## config.mk

```make
export PLATFORM = sky130hd
export DESIGN_NAME = console_serial_and_clock_regs
export DESIGN_NICKNAME = d
export VERILOG_FILES = /design/src/hw/rtl/cscr_pkg.sv /design/src/hw/rtl/console_serial_and_clock_regs.sv
export SDC_FILE = /design/constraint.sdc
export NUM_CORES = 1
export LEC_CHECK = 0
export BUFFER_PORTS_ARGS = -buffer_cell sky130_fd_sc_hd__clkbuf_2
export CORE_ASPECT_RATIO = 0.9
export CORE_MARGIN = 1
export CORE_UTILIZATION = 40
export CTS_CLUSTER_DIAMETER = 60
export DETAILED_ROUTE_END_ITERATION = 6
export GPL_TIMING_DRIVEN = 0
export SETUP_SLACK_MARGIN = 0.05
export SKIP_CTS_REPAIR_TIMING = 1
export SYNTH_ARGS = -nofsm -noshare
export SYNTH_HDL_FRONTEND = slang
export SYNTH_SLANG_ARGS = --single-unit
```

## constraint.sdc

```tcl
create_clock -name clk -period 8.6 [get_ports clk]
set_input_delay 0 -clock clk [delete_from_list [all_inputs] [get_ports clk]]
set_output_delay 0 -clock clk [all_outputs]
set_load 0.02 [all_outputs]
```

## src/hw/rtl/cscr_pkg.sv

```systemverilog
// Package for the console serial and line clock register block.
// Holds the item types, function codes, I/O page addresses and register bits.
// No dependencies.
package cscr_pkg;

  typedef struct packed {
    logic [1:0]  func;
    logic        byte_access;
    logic [15:0] address;
    logic [15:0] write_data;
    logic [7:0]  key_code;
  } req_t;

  typedef struct packed {
    logic [15:0] read_data;
    logic        bus_error;
    logic        char_valid;
    logic [6:0]  char_code;
    logic [1:0]  irq_source;
    logic        end_key_seen;
  } rsp_t;

  localparam logic [1:0] FUNC_READ  = 2'd0;
  localparam logic [1:0] FUNC_WRITE = 2'd1;
  localparam logic [1:0] FUNC_KEY   = 2'd2;
  localparam logic [1:0] FUNC_TICK  = 2'd3;

  localparam logic [1:0] IRQ_NONE = 2'd0;
  localparam logic [1:0] IRQ_RX   = 2'd1;
  localparam logic [1:0] IRQ_TX   = 2'd2;
  localparam logic [1:0] IRQ_CLK  = 2'd3;

  localparam logic [15:0] ADDR_RCSR = 16'o177560;
  localparam logic [15:0] ADDR_RBUF = 16'o177562;
  localparam logic [15:0] ADDR_TCSR = 16'o177564;
  localparam logic [15:0] ADDR_TBUF = 16'o177566;
  localparam logic [15:0] ADDR_SWR  = 16'o177570;
  localparam logic [15:0] ADDR_LKS  = 16'o177546;
  localparam logic [15:0] ADDR_PSB  = 16'o177776;

  localparam int BIT_DONE = 7;
  localparam int BIT_IE   = 6;

  localparam logic [7:0] KEY_END   = 8'd4;
  localparam logic [7:0] KEY_CTRL  = 8'd1;
  localparam logic [7:0] KEY_BREAK = 8'd3;
  localparam logic [7:0] KEY_BS    = 8'd8;
  localparam logic [7:0] KEY_DEL   = 8'd127;

  localparam logic CFG_IRQ_DELAY    = 1'b0;
  localparam logic CFG_CLOCK_PERIOD = 1'b1;

  localparam logic [5:0]  IRQ_DELAY_RESET    = 6'd50;
  localparam logic [13:0] CLOCK_PERIOD_RESET = 14'd10000;

endpackage

```

## src/hw/rtl/console_serial_and_clock_regs.sv

```systemverilog
// Console receiver/transmitter, line clock, switch and status byte registers.
// Unstalled, one item per cycle: bus read, bus write, key arrival or tick.
// Depends on cscr_pkg.

// Register state is updated and the result formed in the same cycle the item
// is accepted; the result sits in an output register from the next cycle. A
// new item is accepted every cycle unless rsp_stall holds a finished result.
// Configuration (irq_delay at byte address 0, clock_period at byte address 4)
// is written over the APB port; the user must do so only while no item is in
// flight; the block does not enforce this. Address bit 2 alone selects it.
module console_serial_and_clock_regs (
  input  logic                clk,
  input  logic                rst,
  input  logic                req_valid,
  output logic                req_stall,
  input  cscr_pkg::req_t      req,
  output logic                rsp_valid,
  input  logic                rsp_stall,
  output cscr_pkg::rsp_t      rsp,
  input  logic                psel,
  input  logic                penable,
  input  logic                pwrite,
  input  logic [2:0]          paddr,
  input  logic [31:0]         pwdata,
  output logic [31:0]         prdata,
  output logic                pready
);
  import cscr_pkg::*;

  logic [5:0]  irq_delay;
  logic [13:0] clock_period;

  logic        rx_done, rx_ie, tx_done, tx_ie, tx_pending;
  logic [7:0]  rx_buffer, tx_buffer, status_byte;
  logic [5:0]  rx_cnt, tx_cnt;
  logic [13:0] clk_cnt;
  logic        clk_mon, clk_ie, clk_irq;
  logic [15:0] switch_value;
  logic        end_key;

  logic        rx_done_next, rx_ie_next, tx_done_next, tx_ie_next, tx_pending_next;
  logic [7:0]  rx_buffer_next, tx_buffer_next, status_byte_next;
  logic [5:0]  rx_cnt_next, tx_cnt_next;
  logic [13:0] clk_cnt_next;
  logic        clk_mon_next, clk_ie_next, clk_irq_next;
  logic [15:0] switch_value_next;
  logic        end_key_next;
  rsp_t        rsp_next;

  logic        acc;
  logic [15:0] wdata;
  logic [15:0] rd;
  logic [5:0]  tx_cnt_v, rx_dec, tx_dec;
  logic        clk_irq_v;
  logic [7:0]  key_v;

  assign acc       = req_valid && !req_stall;
  assign req_stall = rsp_valid && rsp_stall;
  assign pready    = 1'b1;
  assign prdata    = (paddr[2] == CFG_CLOCK_PERIOD) ? {18'd0, clock_period}
                                                    : {26'd0, irq_delay};
  assign wdata     = req.byte_access ? {8'd0, req.write_data[7:0]} : req.write_data;

  always_comb begin
    rx_done_next      = rx_done;
    rx_ie_next        = rx_ie;
    rx_buffer_next    = rx_buffer;
    rx_cnt_next       = rx_cnt;
    tx_done_next      = tx_done;
    tx_ie_next        = tx_ie;
    tx_buffer_next    = tx_buffer;
    tx_pending_next   = tx_pending;
    tx_cnt_next       = tx_cnt;
    clk_cnt_next      = clk_cnt;
    clk_mon_next      = clk_mon;
    clk_ie_next       = clk_ie;
    clk_irq_next      = clk_irq;
    status_byte_next  = status_byte;
    switch_value_next = switch_value;
    end_key_next      = end_key;
    rsp_next          = '0;
    rd                = 16'd0;
    tx_cnt_v          = tx_cnt;
    rx_dec            = rx_cnt;
    tx_dec            = tx_cnt;
    clk_irq_v         = clk_irq;
    key_v             = req.key_code;

    case (req.func)
      FUNC_READ: begin
        case (req.address)
          ADDR_RCSR: rd = {8'd0, rx_done, rx_ie, 6'd0};
          ADDR_RBUF: begin
            rd = {8'd0, rx_buffer};
            rx_done_next = 1'b0;
          end
          ADDR_TCSR: rd = {8'd0, tx_done, tx_ie, 6'd0};
          ADDR_SWR:  rd = switch_value;
          ADDR_LKS:  rd = {8'd0, clk_mon, clk_ie, 6'd0};
          ADDR_PSB:  rd = {8'd0, status_byte};
          default:   rsp_next.bus_error = 1'b1;
        endcase
        rsp_next.read_data = req.byte_access ? {8'd0, rd[7:0]} : rd;
      end
      FUNC_WRITE: begin
        case (req.address)
          ADDR_RCSR: rx_ie_next = wdata[BIT_IE];
          ADDR_TCSR: begin
            tx_ie_next = wdata[BIT_IE];
            if (wdata[BIT_IE]) begin
              tx_cnt_next = irq_delay;
            end
          end
          ADDR_TBUF: begin
            tx_pending_next = 1'b1;
            tx_buffer_next  = wdata[7:0];
            tx_done_next    = 1'b0;
          end
          ADDR_LKS: begin
            clk_mon_next = wdata[BIT_DONE];
            clk_ie_next  = wdata[BIT_IE];
          end
          ADDR_PSB: status_byte_next  = wdata[7:0];
          ADDR_SWR: switch_value_next = wdata;
          default:  rsp_next.bus_error = 1'b1;
        endcase
      end
      FUNC_KEY: begin
        if (req.key_code == KEY_END) begin
          end_key_next = 1'b1;
        end else begin
          if (req.key_code == KEY_CTRL) begin
            key_v = KEY_BREAK;
          end else if (req.key_code == KEY_BS) begin
            key_v = KEY_DEL;
          end
          rx_buffer_next = key_v;
          rx_done_next   = 1'b1;
          if (rx_ie) begin
            rx_cnt_next = irq_delay;
          end
        end
      end
      FUNC_TICK: begin
        if (tx_pending) begin
          tx_pending_next     = 1'b0;
          rsp_next.char_valid = |tx_buffer;
          rsp_next.char_code  = (|tx_buffer) ? tx_buffer[6:0] : 7'd0;
          if (tx_ie) begin
            tx_cnt_v = irq_delay;
          end
        end
        tx_done_next = 1'b1;

        if (clk_cnt > clock_period || clk_cnt == '1) begin
          clk_mon_next = 1'b1;
          if (clk_ie) begin
            clk_irq_v = 1'b1;
          end
          clk_cnt_next = '0;
        end else begin
          clk_cnt_next = clk_cnt + 14'd1;
        end

        rx_dec = (rx_cnt > 6'd1) ? rx_cnt - 6'd1 : rx_cnt;
        tx_dec = (tx_cnt_v > 6'd1) ? tx_cnt_v - 6'd1 : tx_cnt_v;
        if (rx_dec == 6'd1) begin
          rx_cnt_next         = '0;
          tx_cnt_next         = tx_cnt_v;
          rsp_next.irq_source = IRQ_RX;
        end else begin
          rx_cnt_next = rx_dec;
          if (tx_dec == 6'd1) begin
            tx_cnt_next         = '0;
            rsp_next.irq_source = IRQ_TX;
          end else begin
            tx_cnt_next = tx_dec;
            if (clk_irq_v) begin
              clk_irq_v           = 1'b0;
              rsp_next.irq_source = IRQ_CLK;
            end
          end
        end
        clk_irq_next = clk_irq_v;
      end
      default: ;
    endcase
    rsp_next.end_key_seen = end_key_next;
  end

  always_ff @(posedge clk) begin
    if (rst) begin
      irq_delay    <= IRQ_DELAY_RESET;
      clock_period <= CLOCK_PERIOD_RESET;
    end else if (psel && penable && pwrite && pready) begin
      if (paddr[2] == CFG_CLOCK_PERIOD) begin
        clock_period <= pwdata[13:0];
      end else begin
        irq_delay <= pwdata[5:0];
      end
    end
  end

  always_ff @(posedge clk) begin
    if (rst) begin
      rx_done      <= 1'b0;
      rx_ie        <= 1'b0;
      rx_buffer    <= '0;
      rx_cnt       <= '0;
      tx_done      <= 1'b0;
      tx_ie        <= 1'b0;
      tx_buffer    <= '0;
      tx_pending   <= 1'b0;
      tx_cnt       <= '0;
      clk_cnt      <= '0;
      clk_mon      <= 1'b1;
      clk_ie       <= 1'b0;
      clk_irq      <= 1'b0;
      status_byte  <= '0;
      switch_value <= '0;
      end_key      <= 1'b0;
    end else if (acc) begin
      rx_done      <= rx_done_next;
      rx_ie        <= rx_ie_next;
      rx_buffer    <= rx_buffer_next;
      rx_cnt       <= rx_cnt_next;
      tx_done      <= tx_done_next;
      tx_ie        <= tx_ie_next;
      tx_buffer    <= tx_buffer_next;
      tx_pending   <= tx_pending_next;
      tx_cnt       <= tx_cnt_next;
      clk_cnt      <= clk_cnt_next;
      clk_mon      <= clk_mon_next;
      clk_ie       <= clk_ie_next;
      clk_irq      <= clk_irq_next;
      status_byte  <= status_byte_next;
      switch_value <= switch_value_next;
      end_key      <= end_key_next;
    end
  end

  always_ff @(posedge clk) begin
    if (rst) begin
      rsp_valid <= 1'b0;
    end else if (acc) begin
      rsp_valid <= 1'b1;
    end else if (!rsp_stall) begin
      rsp_valid <= 1'b0;
    end
  end

  always_ff @(posedge clk) begin
    if (acc) begin
      rsp <= rsp_next;
    end
  end

  a_irq_only_on_tick: assert property (@(posedge clk) disable iff (rst)
    acc && req.func != FUNC_TICK |=> rsp.irq_source == IRQ_NONE && !rsp.char_valid)
    else $error("interrupt or character on a non-tick item");

  a_tick_sets_tx_done: assert property (@(posedge clk) disable iff (rst)
    acc && req.func == FUNC_TICK |=> tx_done && !tx_pending)
    else $error("tick left transmitter busy");

  a_error_reads_zero: assert property (@(posedge clk) disable iff (rst)
    rsp_valid && rsp.bus_error |-> rsp.read_data == 16'd0 && !rsp.char_valid)
    else $error("bus error item carries data");

  a_stall_needs_result: assert property (@(posedge clk) disable iff (rst)
    req_stall |-> rsp_valid)
    else $error("input stalled with no result held");

endmodule

```

## Word-level counts from Yosys, hierarchy flattened

Cells that the tools add are included.

- Bitwise logic cells: 4
- Multiplexer cells: 45
- Equal/unequal tests: 25
- Add/sub/neg operators: 3
- Reductions and logical operators: 32
- Order comparisons: 3

Operators with widths:

| operator | number |
|---|---|
| 16-bit equality test (second input constant) | 7 |
| 16-bit one-hot mux with 6 select lines | 1 |
| 6-bit two-way mux | 12 |
| 14-bit two-way mux | 2 |
| 3-bit AND reduction | 9 |
| 6-bit one-hot mux with 2 select lines | 2 |
| 1-bit two-way mux | 18 |
| 16-bit two-way mux | 1 |
| 8-bit two-way mux | 2 |
| 4-bit AND reduction | 4 |
| 14-bit by 1-bit adder with 14-bit output (second input constant) | 1 |
| 14-bit equality test (second input constant) | 1 |
| 14-bit > comparator | 1 |
| 6-bit by 1-bit equality test with 1-bit output (second input constant) | 2 |
| 6-bit by 1-bit > comparator with 1-bit output (second input constant) | 2 |
| 6-bit OR reduction | 2 |
| 6-bit by 1-bit subtractor with 6-bit output (second input constant) | 2 |
| 2-bit by 1-bit != test with 1-bit output (second input constant) | 5 |
| 1-bit one-hot mux with 2 select lines | 5 |
| 8-bit by 1-bit equality test with 1-bit output (second input constant) | 1 |
| 8-bit by 3-bit equality test with 1-bit output (second input constant) | 1 |
| 8-bit by 4-bit equality test with 1-bit output (second input constant) | 1 |
| 2-bit != test (second input constant) | 4 |
| 2-bit AND reduction | 4 |
| other kinds (11) | 22 |

- Register bits after elaboration: 124
- Word-level logic and storage cells: 139
- Output and inout port bits: 63
- Input port bits: 85

## Longest topological paths before layout

Gate-level depths: netlist of the first run.

- Depth in word-level cells: 9
- Gate-level depth with buffers: 11
- Depth with buffers taken out: 10

## Worst setup path before layout of the first run

No wires, ideal clock.

- Kind: reg2reg
- From: register tx_ie
- To: register rsp[2] (netlist name) (data pin)
- Stages on the path, launching flop included: 12
- Required time: 8.339 ns
- Arrival time: 2.556 ns
- Setup slack: 5.784 ns
- Period minus slack after synthesis: 2.816 ns
- Buffers on the path: 1
- Library setup time: 0.261 ns
- Cells stage by stage: dfxtp_1 > buf_2 > nand2_1 > mux2i_1 > inv_1 > ha_1 > o21bai_1 > o32a_1 > mux2_1 > o221ai_1 > a311oi_1 > o311a_1

- Word-level cells in the longest chain between the ends: 7
- Elaborated cells between the ends (all ways): 8
- Classes of those cells: add/sub (1); order compare (1); eq/ne (1); mux (5)

RTL lines:

| element | line | text |
|---|---|---|
| from (decl) | console_serial_and_clock_regs.sv:33 | `logic rx_done, rx_ie, tx_done, tx_ie, tx_pending;` |
| from (signal assigned) | console_serial_and_clock_regs.sv:228 | `tx_ie <= tx_ie_next;` |
| 6-bit two-way mux (*) | console_serial_and_clock_regs.sv:149 | `if (tx_ie) begin` |
| 6-bit two-way mux (*) | console_serial_and_clock_regs.sv:145 | `if (tx_pending) begin` |
| 6-bit two-way mux (*) | console_serial_and_clock_regs.sv:89 | `case (req.func)` |
| 6-bit by 1-bit subtractor with 6-bit output or 6-bit by 1-bit > comparator with 1-bit output (tied branches) | console_serial_and_clock_regs.sv:166 | `tx_dec = (tx_cnt_v > 6'd1) ? tx_cnt_v - 6'd1 : tx_cnt_v;` |
| 6-bit two-way mux (*) | console_serial_and_clock_regs.sv:166 |  |
| 6-bit by 1-bit equality test with 1-bit output (*) | console_serial_and_clock_regs.sv:173 | `if (tx_dec == 6'd1) begin` |
| 2-bit two-way mux (*) | console_serial_and_clock_regs.sv:173 |  |
| to (signal assigned) | console_serial_and_clock_regs.sv:254 | `rsp <= rsp_next;` |
| to (decl) | console_serial_and_clock_regs.sv:19 | `output cscr_pkg::rsp_t rsp,` |

Every way passes the cells marked *; elsewhere a longest branch is shown, timed or not. The select of a mux whose other input is x is not followed.
A chain may end at the register's enable or synchronous reset.

## Worst setup path in the final report of the first run

- From: register tx_ie
- To: register rsp[1] (netlist name) (data pin)

- Word-level cells in the longest chain between the ends: 8
- Elaborated cells between the ends (all ways): 9
- Classes of those cells: add/sub (1); order compare (1); eq/ne (1); mux (6)

RTL lines:

| element | line | text |
|---|---|---|
| 6-bit two-way mux (*) | console_serial_and_clock_regs.sv:149 |  |
| 6-bit two-way mux (*) | console_serial_and_clock_regs.sv:145 |  |
| 6-bit two-way mux (*) | console_serial_and_clock_regs.sv:89 |  |
| 6-bit by 1-bit subtractor with 6-bit output or 6-bit by 1-bit > comparator with 1-bit output (tied branches) | console_serial_and_clock_regs.sv:166 |  |
| 6-bit two-way mux (*) | console_serial_and_clock_regs.sv:166 |  |
| 6-bit by 1-bit equality test with 1-bit output (*) | console_serial_and_clock_regs.sv:173 |  |
| 2-bit two-way mux (*) | console_serial_and_clock_regs.sv:173 |  |
| 1-bit two-way mux (*) | console_serial_and_clock_regs.sv:167 | `if (rx_dec == 6'd1) begin` |

Marks and branches as above.

==> impl_metrics.ini, run 1 <==
[detailed_routing]
drc_errors = 0
dr.pass1.iters = 5
drt-initial-drc-count = 463
wl_per_cell_um = 15.7
ant_nets = 0
wirelength_um = 18000
vias = 6120
vias_per_cell = 5.33

[synthesis]
ys_types = 79
syn_inst = 751
yosysTopAreaCell = dfxtp_1
synth_commonest_cells = nand2_1, dfxtp_1, nor2_1
synthArstFlopShare = 0
yosysSeqAreaShare = 0.425
yosys_warnings = 0
synth-seq-cells = 124
synth_area_per_cell_um2 = 8.65
synthTopCellsByArea = dfxtp_1, edfxtp_1, nand2_1
yosysMostFrequentCell = nand2_1
ys.flop_type = dfxtp_1
netlist_area_mm2 = 0.00649
synth_edf_count = 28
synth.top_cell.area_share = 0.296

[critical_path]
cp_num_cells = 10
reg2reg_setup_slack_ps = 5200
critPathCaptureType = flip-flop
path_buf_inv = 1
reg2reg_from = tx_ie$_SDFFE_PP0P_
slowest_delay_ps = 550
crit_arrival_ps = 3520
cp_max_fo = 10
start_kind = flip-flop
path_cells = buf_2, nand2_1, mux2i_1, ha_1, nor2_1, o32a_1, mux2_1, o221ai_1, a311oi_1, a21oi_1
critPathLaunch = tx_ie$_SDFFE_PP0P_
cp-endpoint = rsp[1]$_SDFFCE_PN0P_
crit_type = flip-flop to flip-flop
slowest_stage = a311oi_1
r2r-end = rsp[1]$_SDFFCE_PN0P_
required_ps = 8730
crit_family = compound AO/OA/AOI/OAI gates
reg2regPathDepth = 10

[place]
place_congestion = 0.908
io_buffers = 107
pre_cts_slack_ps = 5090
dp_hpwl_um = 13000
place_area_mm2 = 0.00735

[status]
violations = negative hold slack
status = finished with violations

[final_layout]
nFillCells = 1504
syn2layout_area_growth_pct = 27.7
seqCellArea_mm2 = 0.00276
post_route_cells_drive_above_1_share = 0.185
design_area_mm2 = 0.00829
nets = 1037
antenna_cells = 0
multi_input_area_mm2 = 0.00339

[clock_tree]
cts_tree = yes
clk_latency_ps = 420
cts.sinks = 124
clk_path_buf_depth = 2
cts-htree-levels = 4
clock-root-buffer = clkbuf_16
clk_pin_slew_ps = 60
numCtsBuffers = 17

[die]
dieArea_mm2 = 0.0167
start_util = 0.415
die_h_um = 123
fp.dieW_um = 136
ioPinCount = 148
fp-row-count = 43
core_mm2 = 0.0157

[pwr]
combPwrFrac = 0.139
power_density_mw_per_mm2 = 179
swShare = 0.267
p_sw_w = 0.000397
clockPowerShare = 0.443
ir_drop_mv = 0.149
internal-power_w = 0.00109
p_leak_nw = 3.39
pwr-share-seq = 0.417

[sta]
whs_ps = -21.0
rsz0062_at_grt = false
hold_viol = 9
setup_ws_ps = 5200
slew_headroom = 0.121
fin_crit_sh = 0.395
final-setup-viol-count = 0
skew_ps = 9.01
slew_violations = 0
setup_tns_ps = 0
tightestPinTransition_ps = 1300
layout_min_cycle_time_ps = 3400
clock.fmax_mhz = 294

[global_routing]
grt_pass1_wl_um = 28300
grt_max_degree = 32
globalRouteTotalUtil = 0.221
grt_pass1_vias = 5317
grt-ovfl-total = 0
antenna_found_initial = 0

[min_path]
hold_depth = 3
hold_path_class = input pin to flip-flop

[run]
max_cap_viol_count = 0
layout make-up:
cell class / count / share of cell area
multi-input cells: 561 / 0.409
flip-flops and latches: 124 / 0.333
repair buffers: 146 / 0.114
clock buffers: 21 / 0.0531
plain buffers: 50 / 0.0335
well taps: 202 / 0.0305
inverters: 33 / 0.0149
clock inverters: 11 / 0.0116
cell usage in the layout, fill, tap and decap left out, types with 24 or more instances in the layout:
cell type / synthesis / layout
clkbuf_2: 0 / 107
nand2_1: 98 / 98
dfxtp_1: 96 / 96
nor2_1: 87 / 87
a21oi_1: 58 / 58
dlygate4sd3_1: 0 / 38
inv_1: 31 / 31
mux2i_1: 28 / 28
clkbuf_1: 24 / 28
edfxtp_1: 28 / 28
nand3_1: 24 / 24
per-layer routing:
layer  track usage  vias up  wire, um
met5             0        -         0
met4        0.0681        0       309
met3        0.0467       25      1140
met2         0.334      210      8070
met1         0.313     2848      8510
li1              -     3037         -
sequential cells by signal (all words and copies together), names as in the netlist, 6 cells and up:
register      cells
status_byte       8
clock_period     14
irq_delay         6
tx_buffer         8
rsp              28
clk_cnt          14
rx_buffer         8
rx_cnt            6
tx_cnt            6
switch_value     16
worst min-delay path by stage:
| stage | start | endpoint |
|---|---|---|
| after floorplan | req_valid | rsp_valid$_SDFFE_PP0P_ |
| after global placement | req_valid | rsp_valid$_SDFFE_PP0P_ |
| after detailed placement | req_valid | rsp_valid$_SDFFE_PP0P_ |
| after CTS | pwdata[9] | clock_period[9]$_SDFFE_PP1P_ |
| after global routing | req[40] | switch_value[8]$_SDFFE_PP0P_ |
| final | req[0] | rx_buffer[0]$_SDFFE_PP0P_ |
kinds of logic (layout without fill, tap and decap cells):
logic type      count (synthesis)  count (layout)  synth area share
other cells                     2              19           0.00116
fa+ha+maj                      19              19            0.0366
buf+inv                        83             261            0.0619
mux                            34              34            0.0536
flops                         124             124             0.425
simple gates                  315             315             0.239
xor+xnor                       13              13            0.0175
compound gates                161             161             0.165
worst register-to-register path, cell delays in order, from the launching register on:
cell and delay [ps]:
dfxtp_1 300, buf_2 220, nand2_1 310, mux2i_1 410, ha_1 350, nor2_1 100
o32a_1 330, mux2_1 220, o221ai_1 130, a311oi_1 550, a21oi_1 190
power by group through the flow:
stage	clock network, W	logic, W	registers, W
6_report	0.000660	0.000207	0.000621
5_1_grt	0.000700	0.000227	0.000622
3_3_place_gp	0	0.000188	0.000633
2_1_floorplan	0	0.000120	0.000638
4_1_cts	0.000671	0.000189	0.000620
3_5_place_dp	0	0.000188	0.000633
metrics by stage:
step           power, W  std cells  hold WS (ps)   util
4_1_cts         0.00148       1109          -204  0.503
3_3_place_gp   0.000820       1077           220  0.469
2_1_floorplan  0.000758        768           121      -
5_1_grt         0.00155       1148          5.87  0.530
3_5_place_dp   0.000820       1077           229  0.469
6_report        0.00149       1148         -21.0  0.530
Power figures use the tool's default switching activity.
==> inputs of run 2 (changes only) <==
ABC_AREA = 1   (was not set)
clock period = 2.8 ns   (was 8.6 ns; I/O delays follow)
==> impl_metrics.ini, run 2 <==
[global_routing]
grt_max_degree = 34
globalRouteTotalUtil = 0.219
grt_pass1_vias = 5579
grt-ovfl-total = 0
antenna_found_initial = 0
grt_pass1_wl_um = 28200

[final_layout]
largest_reg_flops = 28
final_cells = 1263
nets = 1147
multi_input_area_mm2 = 0.00316
seqCellArea_mm2 = 0.00276
syn2layout_area_growth_pct = 28.7
mostFrequentLayoutCells = nand2_1, inv_1, clkbuf_2, dfxtp_1, a21oi_1
post_route_cells_drive_above_1_share = 0.210
regMostFlops = rsp
layout_commonest_cell = nand2_1
nFillCells = 1600
largest_registers = rsp x28, switch_value x16
antenna_cells = 0

[synthesis]
netlist_area_mm2 = 0.00662
synth_area_per_cell_um2 = 7.67
synth_edf_count = 28
synth-seq-cells = 124
yosysSeqAreaShare = 0.418
synth_commonest_cells = nand2_1, inv_1, dfxtp_1
ys_types = 46
synthArstFlopShare = 0
yosysTopAreaCell = dfxtp_1
syn_inst = 862
yosysMostFrequentCell = nand2_1
ys.flop_type = dfxtp_1
synth.top_cell.area_share = 0.291
yosys_warnings = 0
synthTopCellsByArea = dfxtp_1, edfxtp_1, nand2_1

[critical_path]
critPathLaunch = clock_period[1]$_SDFFE_PP0P_
start_kind = flip-flop
crit_type = flip-flop to flip-flop
cp_max_fo = 4
reg2regPathDepth = 12
cp-endpoint = rsp[2]$_SDFFCE_PP0P_
critPathCaptureType = flip-flop
reg2reg_from = clock_period[1]$_SDFFE_PP0P_
crit_arrival_ps = 2590
reg2reg_setup_slack_ps = 390
r2r-end = rsp[2]$_SDFFCE_PP0P_
required_ps = 2980

[die]
fp.dieW_um = 138
die_h_um = 124
start_util = 0.410
fp-row-count = 44
core_mm2 = 0.0161
dieArea_mm2 = 0.0171
ioPinCount = 148

[clock_tree]
cts.sinks = 124
numCtsBuffers = 17
cts_tree = yes
cts-htree-levels = 4
clk_latency_ps = 430
clock-root-buffer = clkbuf_16
clk_pin_slew_ps = 60
clk_path_buf_depth = 2

[place]
pre_cts_slack_ps = 449
dp_hpwl_um = 13000
dp_cells = 1191
io_buffers = 105
place_congestion = 0.844

[sta]
fin_crit_sh = 0.860
clock.fmax_mhz = 415
final-setup-viol-count = 0
setup_ws_ps = 392
whs_ps = -23.5
tightestPinTransition_ps = 776
slew_violations = 0
setup_tns_ps = 0
skew_ps = 5.79
slew_headroom = 0.483
rsz0062_at_grt = false
layout_min_cycle_time_ps = 2410
hold_viol = 1

[detailed_routing]
wirelength_um = 18200
dr.pass1.iters = 6
ant_nets = 0
vias = 6237
drc_errors = 0
wl_per_cell_um = 14.4
vias_per_cell = 4.94
drt-initial-drc-count = 438

[status]
violations = negative hold slack
status = finished with violations

[pwr]
power_density_mw_per_mm2 = 573
p_leak_nw = 3.85
ir_drop_mv = 0.452

[run]
max_cap_viol_count = 0

[min_path]
hold_path_class = input pin to flip-flop
## run 2: worst max-delay path, cell delays in order, from the launching register on
cell     delay (ps)
dfxtp_1         340
inv_1            70
ha_1            310
inv_1            60
nor2_1           30
o21ai_0         160
inv_1            50
o21ai_0         160
nand2_1          70
a21oi_1         360
o21ai_0         280
a21oi_1         190
nor2_1           60
## run 2: cells by family (layout without fill, tap and decap cells)
logic type	Yosys count	in the layout	synth area share
other cells	2	19	0.00114
fa+ha+maj	19	19	0.0359
buf+inv	171	348	0.115
xor+xnor	8	8	0.0106
simple gates	328	328	0.240
flops	124	124	0.418
compound gates	210	210	0.180
## run 2: worst min-delay path by stage
stage | from | to | slack, ps | cells past startpoint
final | rst | irq_delay[1]$_SDFFE_PP1P_ | -20 | 3
after global routing | rst | irq_delay[1]$_SDFFE_PP1P_ | 20 | 3
after CTS | pwdata[9] | clock_period[9]$_SDFFE_PP1P_ | -230 | 3
after detailed placement | pwdata[9] | clock_period[9]$_SDFFE_PP1P_ | 220 | 3
after global placement | pwdata[9] | clock_period[9]$_SDFFE_PP1P_ | 220 | 3
after floorplan | pwdata[4] | irq_delay[4]$_SDFFE_PP1P_ | 130 | 2
## run 2: cell type report
type,count,area share
buffer,47,0.0344
multi-input combinational,584,0.371
timing repair buffer,145,0.109
clock inverter,11,0.0182
clock buffer,21,0.0579
inverter,124,0.0548
tap,207,0.0304
sequential,124,0.325
## run 2: through the flow
stage	hold slack, ps	total power (W)	area (um2)	util
after floorplan	126	0.00230	6680	-
after global placement	218	0.00247	7460	0.463
after detailed placement	223	0.00247	7460	0.463
after CTS	-229	0.00486	8110	0.503
after global routing	17.2	0.00507	8510	0.528
final	-23.5	0.00487	8510	0.528
## run 2: metal layers
metal	GRT usage	up-vias	routed length (um)
met3	0.0484	21	865
li1	-	3193	-
met4	0.0598	0	234
met1	0.306	2851	8860
met2	0.338	172	8210
met5	0	-	0
## run 2: power by group
| part | internal, W | switching (W) | leakage, nW |
|---|---|---|---|
| Sequential | 0.00187 | 0.0000233 | 1.06 |
| Combinational | 0.000217 | 0.000374 | 2.48 |
| Clock | 0.00154 | 0.000846 | 0.311 |
==> inputs of run 3 (changes only) <==
ABC_AREA = not set   (was 1)
PLACE_DENSITY_LB_ADDON = 0.12   (was not set)
==> impl_metrics.ini, run 3 (synthesis gave the netlist of run 1 again) <==
[clock_tree]
clk_pin_slew_ps = 60
clk_latency_ps = 410
clock-root-buffer = clkbuf_16
numCtsBuffers = 17
cts-htree-levels = 4
cts.sinks = 124
cts_tree = yes
clk_path_buf_depth = 2

[final_layout]
final_cells = 1168
nets = 1057
syn2layout_area_growth_pct = 33.7
mostFrequentLayoutCells = clkbuf_2, nand2_1, dfxtp_1, nor2_1, a21oi_1
antenna_cells = 0
final_util = 0.555
regMostFlops = rsp
largest_reg_flops = 28
layout_commonest_cell = clkbuf_2
post_route_cells_drive_above_1_share = 0.222
largest_registers = rsp x28, switch_value x16
nFillCells = 1457

[critical_path]
critPathCaptureType = flip-flop
crit_arrival_ps = 2880
start_kind = flip-flop
crit_type = flip-flop to flip-flop
required_ps = 2960
cp_max_fo = 9

[global_routing]
globalRouteTotalUtil = 0.222
grt_max_degree = 32
grt_pass1_wl_um = 28600
grt_pass1_vias = 5606
antenna_found_initial = 0
grt-ovfl-total = 0

[detailed_routing]
ant_nets = 0
dr.pass1.iters = 5
vias = 6283
vias_per_cell = 5.38
wirelength_um = 19000
wl_per_cell_um = 16.3
drc_errors = 0
drt-initial-drc-count = 358

[pwr]
ir_drop_mv = 0.472
pwr-share-seq = 0.379
power.total_w = 0.00505
combPwrFrac = 0.159
clockPowerShare = 0.463
p_leak_nw = 3.53
power_density_mw_per_mm2 = 581
swShare = 0.258
internal-power_w = 0.00375
p_sw_w = 0.00130

[sta]
whs_ps = -26.6
layout_min_cycle_time_ps = 2720
setup_tns_ps = 0
slew_headroom = 0.417
fin_crit_sh = 0.971
final-setup-viol-count = 0
clock.fmax_mhz = 368
slew_violations = 0
rsz0062_at_grt = false
setup_ws_ps = 82.5
tightestPinTransition_ps = 862
hold_viol = 8
skew_ps = 8.79

[die]
die_h_um = 123
fp-row-count = 43
dieArea_mm2 = 0.0167
core_mm2 = 0.0157
fp.dieW_um = 136
ioPinCount = 148
start_util = 0.415

[min_path]
hold_path_class = input pin to flip-flop

[status]
violations = negative hold slack
status = finished with violations

[place]
pre_cts_slack_ps = -616
dp_hpwl_um = 13700
dp_cells = 1077
place_congestion = 0.899
io_buffers = 107

[run]
max_cap_viol_count = 0
==> run 3: worst max-delay path, cell delays in order, from the launching register on <==
cell and delay [ps]:
dfxtp_1 300, buf_6 140, nand2_8 90, mux2i_4 330
ha_4 230, nor2_4 50, o32a_1 320, mux2_4 330
o221ai_4 180, a311oi_4 90, o311a_1 370
==> run 3: routing by layer <==
layer	track usage	wire length (um)
met5	0	0
met2	0.343	8600
met3	0.0471	1220
met1	0.309	8930
met4	0.0667	231
==> run 3: cell type report <==
cell class | count | area (um2) | area share
timing repair inverter | 1 | 5.00 | 0.000576
buffer | 49 | 287 | 0.0330
inverter | 33 | 128 | 0.0147
multi-input combinational | 561 | 3540 | 0.408
tap | 202 | 253 | 0.0291
clock buffer | 18 | 439 | 0.0506
clock inverter | 14 | 189 | 0.0218
timing repair buffer | 166 | 1080 | 0.124
sequential | 124 | 2760 | 0.318
==> run 3: worst paths after layout <==
kind | start | end | slack, ps | depth (start not counted)
hold reg to reg | switch_value[11]$_SDFFE_PP0P_ | switch_value[11]$_SDFFE_PP0P_ | 450 | 2
setup reg to reg | tx_ie$_SDFFE_PP0P_ | rsp[2]$_SDFFCE_PP0P_ | 80 | 10
setup / recovery | tx_ie$_SDFFE_PP0P_ | rsp[2]$_SDFFCE_PP0P_ | 80 | 10
hold / removal | req[40] | switch_value[14]$_SDFFE_PP0P_ | -30 | 3
==> run 3: power by group through the flow <==
stage | clock, W | combinational [W] | sequential [W]
2_1_floorplan | 0 | 0.000368 | 0.00196
3_3_place_gp | 0 | 0.000582 | 0.00194
6_report | 0.00233 | 0.000801 | 0.00191
5_1_grt | 0.00245 | 0.000859 | 0.00191
4_1_cts | 0.00237 | 0.000585 | 0.00191
3_5_place_dp | 0 | 0.000583 | 0.00194
==> run 3: stage by stage <==
stage / hold WS [ps] / instance area (um2)
after CTS: -197 / 7980
after global routing: 2.11 / 8680
final: -26.6 / 8680
after floorplan: 121 / 6560
after detailed placement: 241 / 7350
after global placement: 228 / 7350
